File: src/hw/rtl/gma_pkg.sv
// ----------------------------------------------------------------------------
// gma_pkg
// Shared types and constants of the grid marginal accumulator: field widths,
// item kinds, register indexes and the command and status groups that join
// the controller and the datapath.
// ----------------------------------------------------------------------------
package gma_pkg;

  localparam int SAMPLE_BITS = 16;
  localparam int KIND_W      = 2;
  localparam int IDX_W       = 12;
  localparam int PROB_W      = 48;
  localparam int COH_W       = 40;
  localparam int RANK_W      = 3;
  localparam int AXSEL_W     = 2;
  localparam int PTS_W       = 11;
  localparam int CFG_AXES    = 4;
  localparam int CFG_IDX_W   = 3;
  localparam int CFG_DATA_W  = 11;

  localparam logic [KIND_W-1:0] KIND_CLEAR = 2'd0;
  localparam logic [KIND_W-1:0] KIND_ACCUM = 2'd1;
  localparam logic [KIND_W-1:0] KIND_READ  = 2'd2;

  localparam logic [CFG_IDX_W-1:0] REG_RANK        = 3'd0;
  localparam logic [CFG_IDX_W-1:0] REG_FIRST_AXIS  = 3'd1;
  localparam logic [CFG_IDX_W-1:0] REG_SECOND_AXIS = 3'd2;
  localparam logic [CFG_IDX_W-1:0] REG_TWO_AXIS    = 3'd3;
  localparam logic [CFG_IDX_W-1:0] REG_AXIS0_PTS   = 3'd4;
  localparam logic [CFG_IDX_W-1:0] REG_AXIS1_PTS   = 3'd5;
  localparam logic [CFG_IDX_W-1:0] REG_AXIS2_PTS   = 3'd6;
  localparam logic [CFG_IDX_W-1:0] REG_AXIS3_PTS   = 3'd7;

  localparam logic [PROB_W-1:0] PROB_MAX = {PROB_W{1'b1}};
  localparam logic [COH_W-1:0]  COH_MAX  = {1'b0, {(COH_W-1){1'b1}}};
  localparam logic [COH_W-1:0]  COH_MIN  = {1'b1, {(COH_W-1){1'b0}}};

  typedef struct packed {
    logic [RANK_W-1:0]                rank;
    logic [AXSEL_W-1:0]               first_axis;
    logic [AXSEL_W-1:0]               second_axis;
    logic                             two_axis_mode;
    logic [CFG_AXES-1:0][PTS_W-1:0]   points;
  } cfg_t;

  typedef struct packed {
    logic load_in;
    logic odo_clear;
    logic clr_write;
    logic acc_mul;
    logic acc_read;
    logic acc_write;
    logic rd_read;
    logic out_load;
  } cmd_t;

  typedef struct packed {
    logic clr_last;
    logic out_free;
  } stat_t;

endpackage

File: src/hw/rtl/gma_ctrl.sv
// ----------------------------------------------------------------------------
// gma_ctrl
// Controller of the grid marginal accumulator. Sequences the clearing pass,
// the bin read-modify-write of a sample and the bin read.
// ----------------------------------------------------------------------------
module gma_ctrl (
  input  logic                       clk,
  input  logic                       rst,
  input  logic                       in_valid,
  output logic                       in_stall,
  input  logic [gma_pkg::KIND_W-1:0] kind,
  input  gma_pkg::stat_t             stat,
  output gma_pkg::cmd_t              cmd
);
  import gma_pkg::*;

  localparam logic [2:0] ST_CLEAR  = 3'd0;
  localparam logic [2:0] ST_IDLE   = 3'd1;
  localparam logic [2:0] ST_MUL    = 3'd2;
  localparam logic [2:0] ST_ACC_RD = 3'd3;
  localparam logic [2:0] ST_ACC_WR = 3'd4;
  localparam logic [2:0] ST_RD     = 3'd5;
  localparam logic [2:0] ST_RD_OUT = 3'd6;

  logic [2:0] state;
  logic [2:0] state_next;

  assign in_stall = (state != ST_IDLE);

  always_comb begin
    state_next = state;
    cmd        = '0;
    unique case (state)
      ST_CLEAR: begin
        cmd.clr_write = 1'b1;
        if (stat.clr_last) begin
          state_next = ST_IDLE;
        end
      end
      ST_IDLE: begin
        if (in_valid) begin
          cmd.load_in = 1'b1;
          unique case (kind)
            KIND_CLEAR: begin
              cmd.odo_clear = 1'b1;
              state_next    = ST_CLEAR;
            end
            KIND_ACCUM: state_next = ST_MUL;
            KIND_READ:  state_next = ST_RD;
            default:    state_next = ST_IDLE;
          endcase
        end
      end
      ST_MUL: begin
        cmd.acc_mul = 1'b1;
        state_next  = ST_ACC_RD;
      end
      ST_ACC_RD: begin
        cmd.acc_read = 1'b1;
        state_next   = ST_ACC_WR;
      end
      ST_ACC_WR: begin
        cmd.acc_write = 1'b1;
        state_next    = ST_IDLE;
      end
      ST_RD: begin
        cmd.rd_read = 1'b1;
        state_next  = ST_RD_OUT;
      end
      ST_RD_OUT: begin
        if (stat.out_free) begin
          cmd.out_load = 1'b1;
          state_next   = ST_IDLE;
        end
      end
      default: state_next = ST_IDLE;
    endcase
  end

  always_ff @(posedge clk) begin
    if (rst) begin
      state <= ST_CLEAR;
    end else begin
      state <= state_next;
    end
  end

endmodule

File: config.mk
export PLATFORM = sky130hd
export DESIGN_NAME = gma_ctrl
export DESIGN_NICKNAME = d
export VERILOG_FILES = /design/src/hw/rtl/gma_pkg.sv /design/src/hw/rtl/gma_ctrl.sv
export SDC_FILE = /design/constraint.sdc
export NUM_CORES = 1
export LEC_CHECK = 0
export BUFFER_PORTS_ARGS = -buffer_cell sky130_fd_sc_hd__buf_2
export CAP_MARGIN = 20
export CORE_AREA = 2 2 39 41
export DETAILED_ROUTE_END_ITERATION = 6
export DIE_AREA = 0 0 41 43
export SYNTH_ARGS = -nofsm -noshare
export SYNTH_HDL_FRONTEND = slang
export SYNTH_SLANG_ARGS = --single-unit
File: constraint.sdc
create_clock -name clk -period 1.4 [get_ports clk]
set_clock_uncertainty 0.05 [all_clocks]
set_input_delay 0.28 -clock clk [delete_from_list [all_inputs] [get_ports clk]]
set_output_delay 0.28 -clock clk [all_outputs]
set_load 0.02 [all_outputs]
======== After elaboration in Yosys (flattened, before gate mapping) ========
Index checks and enable logic that the tools add are counted.
W data, S select, Z words.
word-level totals
  register bits ........................... 3
  input port bits ......................... 7
  output and inout port bits .............. 9
  word-level logic and storage cells ...... 31
cells by class
  equality and inequality tests ........... 12
  multiplexer cells ....................... 15
  reduce and logical (&&, ||, !) cells .... 3
operators by type and width
  cell                  count
  $pmux W3 S6           1
  $eq A3 B3 Y1 const B  3
  $mux W3               3
  $pmux W3 S3           1
  $mux W1               8
  $eq A3 B2 Y1 const B  2
  $ne A2 B2 Y1 const B  3
  $mux W2               2
  $eq A3 B1 Y1 const B  1
  $logic_not A3 Y1      1
  $ne A3 B1 Y1 const B  1
  $reduce_and A3 Y1     1
  $eq A2 B1 Y1 const B  1
  $eq A2 B2 Y1 const B  1
  $logic_not A2 Y1      1

======== Logic depth before layout (Yosys ltp) ========
  depth in word-level cells ............... 4
  gate-level depth with buffers ........... 4
  mapped depth without buffers ............ 3

======== Worst setup path after synthesis ========
No wires, ideal clock.
  path type ............................... register to output
  start point ............................. register state[2]
  end point ............................... output port cmd[6] (netlist name)
  arrival ................................. 1.165 ns
  slack ................................... -0.095 ns
  cell stages (with the launch flop) ...... 4
  path buffers ............................ 0
  path through ............................ dfxtp_1 > nor2_2 > and3_1 > nor3b_2
RTL lines
  what                      line            source
  start: declaration        gma_ctrl.sv:25  logic [2:0] state;
  start signal: assignment  gma_ctrl.sv:84  state <= state_next;
  end: declaration          gma_ctrl.sv:13  output gma_pkg::cmd_t cmd

==> reports/results.txt <==
Clock-pin slew on the worst setup and hold paths: 0.04 ns
Max-slew violations: 0
Worst path depth: 4
Die area: 1760 um^2
Drc violations: 0
WP data arrival: 1.19 ns
Min cycle time layout: 1.52 ns
Maximum vdd drop: 0.567 mV
Crit path to: cmd[6]
Max Cap Viol: 0
Reg2reg start: state[2]$_SDFFE_PP0P_
H-tree depth: 1
Share of the synthesized area in the top cell type: 0.206
Area Overhead vs Synth: 70.8%
Root Driver: clkbuf_4
Final antenna-violating net count: 0
Largest Register: state
Area after DPL: 408 um^2
Vias: 334
WP buf/inv: 1
Area leader, netlist: dfxtp_1
Final setup viols: 6
Global-route wire length before repair: 1.32 mm
Total chip power: 0.000682 W
R2R setup slack: 0.10 ns
Slowest CP cell: dfxtp_4
Yosys Warn Count: 0
Initial antenna violation count: 0
Post-DP HPWL: 567 um
Max FFs per register: 3
Failing checks: setup timing
Regs by FF count: state (3)
Deepest clock path buffer count: 2
Initial core utilization: 0.211
Max FO, Critical Path: 3
Placeable core region: 1380 um^2
Vias in the first global route: 318
Setup WS post-layout: -0.122 ns
Critical path capture point type: output pin
Clock latency on the worst-skew pair: 0.23 ns
Syn nets: 42
TritonCTS Buffers: 3
Leak pwr: 0.245 nW
#FFs+latches synth: 3
WS Path Type: reg -> out
Fin crit share: 1.09
Layout cells sized above 1: 0.632
Commonest non-fill, non-tap cell in the layout: buf_2
Boundary pin count: 16
Worst slack, placed: 0.0806 ns
Hold Buf Count CTS: 0
Synth cell types: 28
GPL Wtd Cong: 0.783
Design Area, Final: 498 um^2
GRT Util Overall: 0.111
Die W: 41 um
RSZ-0062 raised after global routing: yes
Hold slack: 0.183 ns
Clk sinks: 3
Area contributors post-synth: dfxtp_1 (21%), nor2b_1 (6.4%), a311oi_2 (5.2%), and4bb_1 (4.3%), nor3b_2 (4.3%)
Worst-margin pin slew: 0.246 ns
Avg Cell Area, Syn: 8.33 um^2
Buffers on Ports: 15
Hold WC Path Type: in -> reg
Nets: 65
Max Fclk: 0.657 GHz
Cell family with most CP delay: simple AND/OR/NAND/NOR gates
Cell area after synthesis: 292 um^2
Slowest Stage Delay on Critical Path: 0.34 ns
Setup TNS: -0.227 ns
Worst-path cell chain: nor2_2, and3_2, nor3b_4, buf_6
Antenna Cells: 0
Mapped Cells: 35
CP Launch Point: state[1]$_SDFFE_PP0P_
Die H: 43 um
Reg2Reg Depth: 4
DR WL/cell: 11.1 um
Startpoint Class: flop
1st-pass router iterations: 4
Global route overflow: 0
Total Wirelength: 811 um
Rel. slew slack: 0.831
Starting DRT DRC Count: 2
Reg-to-reg endpoint: state[0]$_SDFFE_PP0P_
Sequential fraction of the synthesis area: 0.206
PwrDens: 1370 nW/um^2
FP Rows: 14
Most frequent cells in the layout: buf_2 (10), buf_4 (6), buf_6 (5)
Vias/cell: 4.58
Run status: complete, but fails checks
CP required: 1.07 ns
CTS tree: done
Final Hold Viols: 0
Largest net degree at the start of global routing: 13
cells in the mapped netlist:
| library cell | instances |
|---|---|
| dfxtp_1 | 3 |
| nor3b_1 | 1 |
| buf_6 | 1 |
| buf_4 | 1 |
| nand3b_1 | 1 |
| nor3b_2 | 1 |
| nor2_1 | 1 |
| o31ai_1 | 1 |
| o21ai_0 | 1 |
| buf_2 | 1 |
| mux2i_1 | 1 |
| a311oi_2 | 1 |
| a21boi_2 | 1 |
| and4b_1 | 1 |
| inv_1 | 1 |
| a31oi_1 | 1 |
| nor3_1 | 1 |
| a21oi_1 | 2 |
| and4bb_1 | 1 |
| a21oi_2 | 1 |
| nand2_1 | 3 |
| or3_1 | 1 |
| nor2_2 | 1 |
| and3b_1 | 1 |
| a21o_1 | 1 |
| nor2b_1 | 3 |
| and3_1 | 1 |
| and2_1 | 1 |
metal layers:
metal / global-route usage / up-vias / wire length [um]
li1: - / 172 / -
met1: 0.135 / 151 / 317
met2: 0.163 / 11 / 430
met3: 0.0262 / 0 / 63
met4: 0.0800 / 0 / 0
met5: 0 / - / 0
layout make-up:
| class | count | area, um^2 |
|---|---|---|
| inverters | 1 | 3.75 |
| flip-flops and latches | 3 | 67.6 |
| well taps | 16 | 20.0 |
| clock buffers | 4 | 26.3 |
| multi-input cells | 28 | 229 |
| fillers | 161 | 886 |
| repair buffers | 21 | 151 |
worst min-delay path by stage:
stage | from | to | depth (start not counted) | slack, ns
after global placement | rst | state[0]$_SDFFE_PP0P_ | 2 | 0.43
after CTS | rst | state[0]$_SDFFE_PP0P_ | 2 | 0.18
after detailed placement | rst | state[0]$_SDFFE_PP0P_ | 2 | 0.43
after global routing | rst | state[0]$_SDFFE_PP0P_ | 2 | 0.17
final | rst | state[0]$_SDFFE_PP0P_ | 2 | 0.18
after floorplan | rst | state[0]$_SDFFE_PP0P_ | 1 | 0.30
metrics by stage:
| stage | util | instances |
|---|---|---|
| 6_report | 0.360 | 73 |
| 3_5_place_dp | 0.295 | 68 |
| 2_1_floorplan | - | 35 |
| 3_3_place_gp | 0.295 | 68 |
| 4_1_cts | 0.345 | 73 |
| 5_1_grt | 0.360 | 73 |
repair_timing:
item	CTS	global route
cloned	0	0
gates resized for setup	13	7
buffers inserted	1	1
setup endpoints to repair	7	8
pin swaps	1	0
hold endpoints to repair	0	0
cell families after synthesis:
logic type             after synthesis  synth area share
and+or+nand+nor                     18             0.421
buffers and inverters                4            0.0944
DFF                                  3             0.206
muxes                                1            0.0343
AOI/OAI and AO/OA                    9             0.245
report_power, final:
part	internal [W]	leakage (nW)	switching, W	total (W)
registers	0.000112	0.0260	0.0000221	0.000134
clock network	0.000107	0.0150	0.0000465	0.000153
logic	0.000190	0.204	0.000205	0.000395
total	0.000409	0.245	0.000273	0.000682
No activity file was read; power rests on OpenSTA's default activity.
