`config.mk`:
```
export PLATFORM = sky130hd
export DESIGN_NAME = gma_regs
export DESIGN_NICKNAME = d
export VERILOG_FILES = /design/src/hw/rtl/gma_pkg.sv /design/src/hw/rtl/gma_regs.sv
export SDC_FILE = /design/constraint.sdc
export NUM_CORES = 1
export LEC_CHECK = 0
export ABC_AREA = 1
export CAP_MARGIN = 20
export CORE_MARGIN = 2
export CORE_UTILIZATION = 35
export DETAILED_ROUTE_END_ITERATION = 12
export DONT_BUFFER_PORTS = 1
export GPL_TIMING_DRIVEN = 0
export HOLD_SLACK_MARGIN = 0.02
export PLACE_DENSITY_LB_ADDON = 0.2
export SYNTH_ARGS = -nofsm -noshare
export SYNTH_HDL_FRONTEND = slang
export SYNTH_SLANG_ARGS = --single-unit
```
`constraint.sdc`:
```
create_clock -name clk -period 0.9 [get_ports clk]
set_input_delay 0.135 -clock clk [delete_from_list [all_inputs] [get_ports clk]]
set_output_delay 0.135 -clock clk [all_outputs]
set_load 0.05 [all_outputs]
```
`src/hw/rtl/gma_pkg.sv`:
```
// ----------------------------------------------------------------------------
// gma_pkg
// Shared types and constants of the grid marginal accumulator: field widths,
// item kinds, register indexes and the command and status groups that join
// the controller and the datapath.
// ----------------------------------------------------------------------------
package gma_pkg;

  localparam int SAMPLE_BITS = 16;
  localparam int KIND_W      = 2;
  localparam int IDX_W       = 12;
  localparam int PROB_W      = 48;
  localparam int COH_W       = 40;
  localparam int RANK_W      = 3;
  localparam int AXSEL_W     = 2;
  localparam int PTS_W       = 11;
  localparam int CFG_AXES    = 4;
  localparam int CFG_IDX_W   = 3;
  localparam int CFG_DATA_W  = 11;

  localparam logic [KIND_W-1:0] KIND_CLEAR = 2'd0;
  localparam logic [KIND_W-1:0] KIND_ACCUM = 2'd1;
  localparam logic [KIND_W-1:0] KIND_READ  = 2'd2;

  localparam logic [CFG_IDX_W-1:0] REG_RANK        = 3'd0;
  localparam logic [CFG_IDX_W-1:0] REG_FIRST_AXIS  = 3'd1;
  localparam logic [CFG_IDX_W-1:0] REG_SECOND_AXIS = 3'd2;
  localparam logic [CFG_IDX_W-1:0] REG_TWO_AXIS    = 3'd3;
  localparam logic [CFG_IDX_W-1:0] REG_AXIS0_PTS   = 3'd4;
  localparam logic [CFG_IDX_W-1:0] REG_AXIS1_PTS   = 3'd5;
  localparam logic [CFG_IDX_W-1:0] REG_AXIS2_PTS   = 3'd6;
  localparam logic [CFG_IDX_W-1:0] REG_AXIS3_PTS   = 3'd7;

  localparam logic [PROB_W-1:0] PROB_MAX = {PROB_W{1'b1}};
  localparam logic [COH_W-1:0]  COH_MAX  = {1'b0, {(COH_W-1){1'b1}}};
  localparam logic [COH_W-1:0]  COH_MIN  = {1'b1, {(COH_W-1){1'b0}}};

  typedef struct packed {
    logic [RANK_W-1:0]                rank;
    logic [AXSEL_W-1:0]               first_axis;
    logic [AXSEL_W-1:0]               second_axis;
    logic                             two_axis_mode;
    logic [CFG_AXES-1:0][PTS_W-1:0]   points;
  } cfg_t;

  typedef struct packed {
    logic load_in;
    logic odo_clear;
    logic clr_write;
    logic acc_mul;
    logic acc_read;
    logic acc_write;
    logic rd_read;
    logic out_load;
  } cmd_t;

  typedef struct packed {
    logic clr_last;
    logic out_free;
  } stat_t;

endpackage

```
`src/hw/rtl/gma_regs.sv`:
```
// ----------------------------------------------------------------------------
// gma_regs
// Configuration registers of the grid marginal accumulator, written through
// a plain write port.
// ----------------------------------------------------------------------------
module gma_regs (
  input  logic                          clk,
  input  logic                          rst,
  input  logic                          cfg_write,
  input  logic [gma_pkg::CFG_IDX_W-1:0]  cfg_index,
  input  logic [gma_pkg::CFG_DATA_W-1:0] cfg_data,
  output gma_pkg::cfg_t                 cfg
);
  import gma_pkg::*;

  always_ff @(posedge clk) begin
    if (rst) begin
      cfg.rank          <= RANK_W'(1);
      cfg.first_axis    <= '0;
      cfg.second_axis   <= '0;
      cfg.two_axis_mode <= 1'b0;
      for (int i = 0; i < CFG_AXES; i++) begin
        cfg.points[i] <= PTS_W'(1);
      end
    end else if (cfg_write) begin
      unique case (cfg_index)
        REG_RANK:        cfg.rank          <= cfg_data[RANK_W-1:0];
        REG_FIRST_AXIS:  cfg.first_axis    <= cfg_data[AXSEL_W-1:0];
        REG_SECOND_AXIS: cfg.second_axis   <= cfg_data[AXSEL_W-1:0];
        REG_TWO_AXIS:    cfg.two_axis_mode <= cfg_data[0];
        REG_AXIS0_PTS:   cfg.points[0]     <= cfg_data[PTS_W-1:0];
        REG_AXIS1_PTS:   cfg.points[1]     <= cfg_data[PTS_W-1:0];
        REG_AXIS2_PTS:   cfg.points[2]     <= cfg_data[PTS_W-1:0];
        REG_AXIS3_PTS:   cfg.points[3]     <= cfg_data[PTS_W-1:0];
      endcase
    end
  end

endmodule

```
-- Yosys cells after proc, flatten, opt, wreduce, memory -nomap -nowiden
Index checks and enable logic that the tools add are counted.
- equal/unequal tests: 7
- reductions and logical operators: 9
- operators by type and width (operator ; count):
    AND reduction 2 bit ; 8
    == test 3 bit, second input constant ; 4
    == test 3 x 2 -> 1 bit, second input constant ; 2
    == test 3 x 1 -> 1 bit, second input constant ; 1
    zero test 3 bit ; 1
- register bits after elaboration: 52
- output and inout bits: 52

-- Depth between registers and ports, before layout
Gate-level depths: netlist (run 1).
- depth after elaboration: 2
- depth in mapped cells: 6

-- Worst setup path before layout (run 1)
Ideal clock, no wire load.
- path kind: reg2reg
- from: register cfg[0] (netlist name)
- to: register cfg[0] in the netlist's numbering
- library setup time: 64 ps
- arrival: 838 ps
- required time: 836 ps
- path slack: -2 ps
- cell stages (with the launch flop): 3
- path buffers: 0
- clock period less this slack: 902 ps
- path through: dfxtp_1 -> o21ai_0 -> nand3_1
- RTL lines (item ; RTL line ; source):
    end: declaration ; gma_regs.sv:12 ; output gma_pkg::cfg_t cfg

-- Worst setup path in the final report (run 1)
- from: register cfg[20] in the netlist's numbering
- to: output cfg[20] in the netlist's numbering
No word-level cell between the ends.

==> results of run 1 <==
report_power, final:
part	switching [mW]	internal (mW)	total, mW
sequential	0.333	2.29	2.62
clock	0.713	0.629	1.34
combinational	0.273	0.138	0.410
synth_stat cells:
master	number	area, um2
sky130_fd_sc_hd__nand2_4	1	11.3
sky130_fd_sc_hd__buf_6	5	56.3
sky130_fd_sc_hd__nor2_1	98	368
sky130_fd_sc_hd__nand3_1	42	210
sky130_fd_sc_hd__nor2_4	1	11.3
sky130_fd_sc_hd__clkbuf_1	4	15.0
sky130_fd_sc_hd__a21oi_1	1	5.00
sky130_fd_sc_hd__dfxtp_1	52	1040
sky130_fd_sc_hd__buf_4	6	45.0
sky130_fd_sc_hd__inv_2	1	3.75
sky130_fd_sc_hd__o21ai_0	4	20.0
sky130_fd_sc_hd__buf_1	1	3.75
sky130_fd_sc_hd__nor2_2	5	31.3
sky130_fd_sc_hd__clkinv_1	1	3.75
sky130_fd_sc_hd__inv_1	16	60.1
sky130_fd_sc_hd__nand2_1	69	259
layout make-up:
| cell class | count | area (um2) |
|---|---|---|
| fillers | 618 | 3390 |
| flip-flops and latches | 52 | 1240 |
| multi-input cells | 221 | 916 |
| plain buffers | 16 | 120 |
| well taps | 75 | 93.8 |
| clock buffers | 8 | 90.1 |
| inverters | 18 | 67.6 |
| repair buffers | 1 | 10.0 |
routing by layer:
metal / routed length [um] / global-route usage / part of all wire / up-vias
li1: - / - / - / 951
met1: 2380 / 0.201 / 0.43 / 836
met2: 2490 / 0.287 / 0.45 / 62
met3: 572 / 0.0685 / 0.10 / 5
met4: 55 / 0.0500 / 0.010 / 0
met5: 0 / 0 / 0 / -
repair_timing:
item                                    in CTS  in global routing
cloned                                       0                  0
endpoints found under the setup margin      99                 50
hold buffers                                 1                  0
hold endpoints to repair                     5                  0
resized for setup                          100                  0
final timing paths:
path	from	to	depth (start not counted)
max reg2reg	cfg[0]$_SDFFE_PP1P_	cfg[0]$_SDFFE_PP1P_	2
max	cfg[20]$_SDFFE_PP0P_	cfg[20]	0
min	cfg_index[0]	cfg[32]$_SDFFE_PP0P_	4
min reg2reg	cfg[27]$_SDFFE_PP0P_	cfg[27]$_SDFFE_PP0P_	2
per-stage QoR:
step                setup WS, ns  cell area [um2]
global route             -0.0190             2530
global placement         -0.0353             2240
detailed placement       -0.0873             2240
floorplan                 0.0161             2150
finish                    0.0115             2530
CTS                     0.000376             2530
cell families (layout without fill, tap and decap cells):
family	after synthesis	in the layout	share of synthesized area
buffers and inverters	34	43	0.0875
DFF	52	52	0.485
AOI/OAI and AO/OA	5	5	0.0117
and+or+nand+nor	216	216	0.415
==> flow_results.xml, run 1 <==
<?xml version="1.0" encoding="UTF-8"?>
<metrics>
  <group name="run_status">
    <metric name="status" unit="">finished clean</metric>
  </group>
  <group name="die">
    <metric name="core_area" unit="um2">5920</metric>
    <metric name="dieArea" unit="um2">6770</metric>
    <metric name="chipWidth" unit="um">82.3</metric>
    <metric name="starting_density" unit="">0.362</metric>
    <metric name="placement_rows" unit="">28</metric>
    <metric name="ios" unit="">69</metric>
    <metric name="chipHeight" unit="um">82.3</metric>
  </group>
  <group name="power">
    <metric name="power_density" unit="nW/um2">1730</metric>
    <metric name="p_leak" unit="nW">1.04</metric>
    <metric name="pnr_total_power" unit="mW">4.38</metric>
    <metric name="vdd_drop_max" unit="mV">0.718</metric>
  </group>
  <group name="place">
    <metric name="place_inst" unit="">382</metric>
    <metric name="hpwlAfterDp" unit="um">4050</metric>
    <metric name="final_weighted_congestion_in_routability_driven_placement" unit="">0.850</metric>
    <metric name="buffer_ports.inserted" unit="">0</metric>
  </group>
  <group name="synthesis">
    <metric name="synth_warnings" unit="">0</metric>
    <metric name="synth_seq_area_share" unit="">0.485</metric>
    <metric name="syn_inst_count" unit="">307</metric>
    <metric name="mean_cell_area_of_the_mapped_netlist" unit="um2">6.99</metric>
    <metric name="synth-seq-cells" unit="">52</metric>
    <metric name="synth_area" unit="um2">2140</metric>
    <metric name="synthDistinctLibCells" unit="">16</metric>
    <metric name="synth_nets" unit="">324</metric>
  </group>
  <group name="sta">
    <metric name="worstMarginPinSlew" unit="ns">0.518</metric>
    <metric name="worst_clock_skew" unit="ns">0</metric>
    <metric name="report.final.setup_viol" unit="">0</metric>
    <metric name="timing.slew.headroom" unit="">0.655</metric>
    <metric name="final-max-slew-violation-count" unit="">0</metric>
    <metric name="report.final.hold_viol_count" unit="">0</metric>
    <metric name="fmaxAchievable" unit="MHz">1130</metric>
    <metric name="finalCriticalPeriod" unit="ns">0.889</metric>
    <metric name="worst_hold_slack" unit="ns">0.103</metric>
    <metric name="post_route_setup_tns" unit="ns">0</metric>
    <metric name="rsz_0062_raised_after_global_routing" unit="">true</metric>
    <metric name="finalCritPeriodShare" unit="">0.987</metric>
  </group>
  <group name="layout">
    <metric name="nNetsFinal" unit="">332</metric>
    <metric name="post_route_core_utilization" unit="">0.428</metric>
    <metric name="largest_register_ff_count" unit="">52</metric>
    <metric name="share_of_post_route_cells_with_drive_strength_above_1" unit="">0.244</metric>
    <metric name="antennaDiodeCount" unit="">0</metric>
    <metric name="largest_register" unit="">cfg</metric>
    <metric name="finalNonFillerCells" unit="">391</metric>
    <metric name="most_frequent_cells_in_the_layout" unit="">sky130_fd_sc_hd__nor2_1 (98), sky130_fd_sc_hd__nand2_1 (69), sky130_fd_sc_hd__dfxtp_4 (52)</metric>
    <metric name="top_registers" unit="">cfg: 52 flops</metric>
    <metric name="area_growth_syn_to_layout" unit="%">18.1</metric>
    <metric name="mostFrequentLayoutCell" unit="">sky130_fd_sc_hd__nor2_1</metric>
  </group>
  <group name="global_routing">
    <metric name="first_global_vias" unit="">1793</metric>
    <metric name="antenna_found_initial" unit="">0</metric>
    <metric name="globalRouteTotalUtil" unit="">0.171</metric>
    <metric name="wire_length_of_the_first_global_routing_pass" unit="um">8660</metric>
    <metric name="grt_overflow_total" unit="">0</metric>
    <metric name="grt_max_degree" unit="">15</metric>
  </group>
  <group name="clock_network">
    <metric name="cts-buffers-inserted" unit="">5</metric>
    <metric name="clk-insertion-delay-late" unit="ns">0.29</metric>
    <metric name="cts.root.buffer_cell" unit="">sky130_fd_sc_hd__clkbuf_8</metric>
    <metric name="cts_tree" unit="">built</metric>
    <metric name="cts_setup_buffers" unit="">0</metric>
    <metric name="clockBufferDepth" unit="">2</metric>
    <metric name="h-tree-depth" unit="">2</metric>
    <metric name="clock_pin_slew_on_the_worst_setup_and_hold_paths" unit="ns">0.09</metric>
    <metric name="clock_sinks" unit="">52</metric>
  </group>
  <group name="setup_path">
    <metric name="reg2reg_setup_slack" unit="ns">0.18</metric>
    <metric name="critPathCaptureType" unit="">output port</metric>
    <metric name="worst-path-max-fanout" unit="">2</metric>
    <metric name="cp.arrival" unit="ns">0.75</metric>
    <metric name="crit_required" unit="ns">0.76</metric>
    <metric name="worstSetupStartpointType" unit="">flop</metric>
    <metric name="setup_cp_type" unit="">flop to output port</metric>
  </group>
  <group name="detailed_routing">
    <metric name="average_via_count_per_standard_cell" unit="">4.74</metric>
    <metric name="vias" unit="">1854</metric>
    <metric name="wl" unit="um">5500</metric>
    <metric name="drt_pass1_iterations" unit="">4</metric>
    <metric name="wire_per_inst" unit="um">14.1</metric>
    <metric name="drt_iter0_drc" unit="">82</metric>
    <metric name="detail_route.drc_violations" unit="">0</metric>
    <metric name="drt.antenna.violating_nets" unit="">0</metric>
  </group>
  <group name="job">
    <metric name="max_cap_viol_count" unit="">0</metric>
  </group>
  <group name="min_path">
    <metric name="hp-class" unit="">input pin to flop</metric>
  </group>
</metrics>
(Power assumes the default switching activity.)
==> run 2: changes to the inputs <==
--- a/config.mk
+++ b/config.mk
@@ -5,10 +5,10 @@
 export SDC_FILE = /design/constraint.sdc
 export NUM_CORES = 1
 export LEC_CHECK = 0
-export ABC_AREA = 1
 export CAP_MARGIN = 20
 export CORE_MARGIN = 2
 export CORE_UTILIZATION = 35
+export CTS_CLUSTER_DIAMETER = 120
 export DETAILED_ROUTE_END_ITERATION = 12
 export DONT_BUFFER_PORTS = 1
 export GPL_TIMING_DRIVEN = 0
==> run 2 against run 1 <==
- setup slack lost 0.011 ns
- die area shrank 1.6%
- non-clock buffer count shrank 1
- sequential share of layout area grew 0.12 points
- largest cell class unchanged
- sequential cell count is the same
- clock skew is the same
- critical endpoint is now cfg[6]
- combinational power shrank 31%
- synthesized cell count shrank 37%
- first-iteration DRC count shrank 61%
==> flow_results.xml, run 2 <==
<?xml version="1.0" encoding="UTF-8"?>
<metrics>
  <group name="run_status">
    <metric name="status" unit="">finished clean</metric>
  </group>
  <group name="clock_network">
    <metric name="cts_setup_buffers" unit="">0</metric>
    <metric name="cts-buffers-inserted" unit="">5</metric>
    <metric name="clockBufferDepth" unit="">2</metric>
    <metric name="h-tree-depth" unit="">2</metric>
    <metric name="clk-insertion-delay-late" unit="ns">0.30</metric>
    <metric name="clock_sinks" unit="">52</metric>
    <metric name="clock_pin_slew_on_the_worst_setup_and_hold_paths" unit="ns">0.10</metric>
    <metric name="cts.root.buffer_cell" unit="">sky130_fd_sc_hd__clkbuf_8</metric>
    <metric name="cts_tree" unit="">built</metric>
  </group>
  <group name="setup_path">
    <metric name="reg2regPathDepth" unit="">2</metric>
    <metric name="cp-endpoint" unit="">cfg[6]</metric>
    <metric name="worstSetupStartpointType" unit="">flop</metric>
    <metric name="crit_required" unit="ns">0.76</metric>
    <metric name="critPathCaptureType" unit="">output port</metric>
    <metric name="reg2reg_setup_slack" unit="ns">0.11</metric>
    <metric name="critical_path.startpoint" unit="">cfg[6]$_SDFFE_PP0P_</metric>
    <metric name="timing.critical_path.depth" unit="">0</metric>
    <metric name="worst-path-max-fanout" unit="">2</metric>
    <metric name="cp.arrival" unit="ns">0.76</metric>
    <metric name="reg2reg_to" unit="">cfg[46]$_SDFFE_PP0P_</metric>
    <metric name="regToRegStartpoint" unit="">cfg[46]$_SDFFE_PP0P_</metric>
    <metric name="setup_cp_type" unit="">flop to output port</metric>
  </group>
  <group name="sta">
    <metric name="worst_clock_skew" unit="ns">0</metric>
    <metric name="rsz_0062_raised_after_global_routing" unit="">true</metric>
    <metric name="worstMarginPinSlew" unit="ns">0.425</metric>
    <metric name="final-max-slew-violation-count" unit="">0</metric>
    <metric name="finalCritPeriodShare" unit="">0.999</metric>
    <metric name="report.final.hold_viol_count" unit="">0</metric>
    <metric name="report.final.setup_viol" unit="">0</metric>
    <metric name="worst_hold_slack" unit="ns">0.0311</metric>
    <metric name="timing.slew.headroom" unit="">0.717</metric>
    <metric name="fmaxAchievable" unit="MHz">1110</metric>
    <metric name="finalCriticalPeriod" unit="ns">0.899</metric>
  </group>
  <group name="detailed_routing">
    <metric name="drt_pass1_iterations" unit="">4</metric>
    <metric name="average_via_count_per_standard_cell" unit="">5.01</metric>
    <metric name="detail_route.drc_violations" unit="">0</metric>
    <metric name="drt_iter0_drc" unit="">32</metric>
    <metric name="vias" unit="">1389</metric>
    <metric name="wl" unit="um">5250</metric>
    <metric name="wire_per_inst" unit="um">19.0</metric>
    <metric name="drt.antenna.violating_nets" unit="">0</metric>
  </group>
  <group name="synthesis">
    <metric name="synth_seq_area_share" unit="">0.494</metric>
    <metric name="postSynth.topFlopCell" unit="">sky130_fd_sc_hd__dfxtp_1</metric>
    <metric name="synth.mux.area_fraction" unit="">0.247</metric>
    <metric name="synthDistinctLibCells" unit="">12</metric>
    <metric name="yosysTopAreaCellShare" unit="">0.494</metric>
    <metric name="netlist_top_cells_area" unit="">sky130_fd_sc_hd__dfxtp_1 (49%), sky130_fd_sc_hd__mux2i_1 (25%), sky130_fd_sc_hd__nand2b_1 (17%)</metric>
    <metric name="synth_area" unit="um2">2110</metric>
    <metric name="main_combinational_cell_family_by_area_after_synthesis" unit="">multiplexers</metric>
    <metric name="yosys.area.top_type" unit="">sky130_fd_sc_hd__dfxtp_1</metric>
    <metric name="syn_inst_count" unit="">193</metric>
    <metric name="synth_nets" unit="">210</metric>
    <metric name="synth_compound_area_frac" unit="">0</metric>
    <metric name="async_flop_share" unit="">0</metric>
    <metric name="mean_cell_area_of_the_mapped_netlist" unit="um2">10.9</metric>
    <metric name="synth_warnings" unit="">0</metric>
    <metric name="yosys.area_share.xor_xnor" unit="">0</metric>
    <metric name="yosys.cell_count.top_type" unit="">sky130_fd_sc_hd__nand2b_1</metric>
    <metric name="synth-seq-cells" unit="">52</metric>
    <metric name="fraction_of_the_mapped_netlist_area_in_simple_logic_gates" unit="">0.228</metric>
    <metric name="synth_area_in_adders" unit="">0</metric>
    <metric name="synth_top_cells_by_count" unit="">sky130_fd_sc_hd__nand2b_1 (58), sky130_fd_sc_hd__dfxtp_1 (52), sky130_fd_sc_hd__mux2i_1 (52), sky130_fd_sc_hd__clkbuf_1 (8)</metric>
    <metric name="number_of_enable_type_register_cells_in_the_synthesized_netlist" unit="">0</metric>
  </group>
  <group name="min_path">
    <metric name="hp-class" unit="">input pin to flop</metric>
  </group>
  <group name="global_routing">
    <metric name="wire_length_of_the_first_global_routing_pass" unit="um">7900</metric>
    <metric name="grt_overflow_total" unit="">0</metric>
    <metric name="antenna_found_initial" unit="">0</metric>
    <metric name="grt_max_degree" unit="">17</metric>
    <metric name="globalRouteTotalUtil" unit="">0.163</metric>
    <metric name="first_global_vias" unit="">1497</metric>
  </group>
  <group name="layout">
    <metric name="antennaDiodeCount" unit="">0</metric>
    <metric name="largest_register" unit="">cfg</metric>
    <metric name="most_frequent_cells_in_the_layout" unit="">sky130_fd_sc_hd__nand2b_1 (57), sky130_fd_sc_hd__mux2i_1 (52), sky130_fd_sc_hd__dfxtp_4 (52)</metric>
    <metric name="largest_register_ff_count" unit="">52</metric>
    <metric name="area_growth_syn_to_layout" unit="%">19.9</metric>
    <metric name="fill_cells" unit="">555</metric>
    <metric name="top_registers" unit="">cfg: 52 flops</metric>
    <metric name="mostFrequentLayoutCell" unit="">sky130_fd_sc_hd__nand2b_1</metric>
    <metric name="nNetsFinal" unit="">218</metric>
    <metric name="share_of_post_route_cells_with_drive_strength_above_1" unit="">0.356</metric>
  </group>
  <group name="die">
    <metric name="dieArea" unit="um2">6660</metric>
    <metric name="starting_density" unit="">0.358</metric>
    <metric name="ios" unit="">69</metric>
    <metric name="core_area" unit="um2">5890</metric>
    <metric name="chipHeight" unit="um">81.6</metric>
    <metric name="placement_rows" unit="">28</metric>
    <metric name="chipWidth" unit="um">81.6</metric>
  </group>
  <group name="power">
    <metric name="seq_power_share" unit="">0.605</metric>
    <metric name="power_density" unit="nW/um2">1600</metric>
    <metric name="vdd_drop_max" unit="mV">0.712</metric>
    <metric name="clkPwrFrac" unit="">0.326</metric>
    <metric name="pnr_total_power" unit="mW">4.05</metric>
    <metric name="comb_power_share" unit="">0.070</metric>
    <metric name="p_leak" unit="nW">1.11</metric>
    <metric name="swShare" unit="">0.281</metric>
    <metric name="internal_power" unit="mW">2.91</metric>
    <metric name="net-switching-power" unit="mW">1.14</metric>
  </group>
  <group name="place">
    <metric name="final_weighted_congestion_in_routability_driven_placement" unit="">0.669</metric>
    <metric name="hpwlAfterDp" unit="um">3760</metric>
    <metric name="buffer_ports.inserted" unit="">0</metric>
  </group>
  <group name="job">
    <metric name="max_cap_viol_count" unit="">0</metric>
  </group>
</metrics>
==> run 2: repair_timing <==
item / 4_1_cts / 5_1_grt
endpoints found under the setup margin: 104 / 52
hold buffers: 1 / 0
endpoints found under the hold margin: 6 / 0
resized for setup: 105 / 0
==> run 2: cells by family (layout without fill, tap and decap cells) <==
family,after synthesis,in the layout
buffers and inverters,15,24
flip-flops,52,52
multiplexers,52,52
AND/OR/NAND/NOR,74,74
==> run 2: how the worst min path moves through the flow <==
stage / start / end / slack [ns] / cells past startpoint
finish: cfg_index[0] / cfg[44]$_SDFFE_PP0P_ / 0.03 / 2
global route: cfg_index[0] / cfg[44]$_SDFFE_PP0P_ / 0.04 / 2
CTS: cfg_index[0] / cfg[44]$_SDFFE_PP0P_ / 0.02 / 2
detailed placement: cfg_data[1] / cfg[48]$_SDFFE_PP0P_ / 0.34 / 2
global placement: cfg_data[1] / cfg[50]$_SDFFE_PP0P_ / 0.34 / 2
floorplan: cfg_data[1] / cfg[1]$_SDFFE_PP0P_ / 0.32 / 2
==> run 2: layout make-up <==
class | count | area (um2) | area share
sequential | 52 | 1240 | 0.489
clock inverter | 3 | 18.8 | 0.00743
buffer | 15 | 90.1 | 0.0356
timing repair buffer | 1 | 10.0 | 0.00396
multi-input combinational | 126 | 1010 | 0.400
tap | 75 | 93.8 | 0.0371
clock buffer | 5 | 68.8 | 0.0272
==> run 2: power by group through the flow <==
stage / clock network [mW] / registers [mW] / logic (mW)
final: 1.32 / 2.45 / 0.283
after global routing: 1.47 / 2.46 / 0.310
after CTS: 1.37 / 2.45 / 0.286
after floorplan: 0 / 2.61 / 0.216
after detailed placement: 0 / 2.62 / 0.280
after global placement: 0 / 2.62 / 0.271
==> run 2: stage by stage <==
step / util / worst slack, ns / TNS [ns] / area [um2] / std cells
detailed placement: 0.379 / -0.355 / -15.21 / 2230 / 268
CTS: 0.429 / -0.0106 / -0.130 / 2530 / 277
floorplan: - / -0.225 / -0.733 / 2140 / 193
finish: 0.429 / 0.000625 / 0 / 2530 / 277
global route: 0.429 / -0.0348 / -0.964 / 2530 / 277
global placement: 0.379 / -0.328 / -13.60 / 2230 / 268
==> run 2: routing by layer <==
layer	share of wire	global-route usage	vias to the layer above	wire [um]
li1	-	-	667	-
met5	0	0	-	0
met3	0.071	0.0560	4	372
met1	0.41	0.183	679	2160
met2	0.51	0.288	39	2690
met4	0.0069	0.0567	0	36
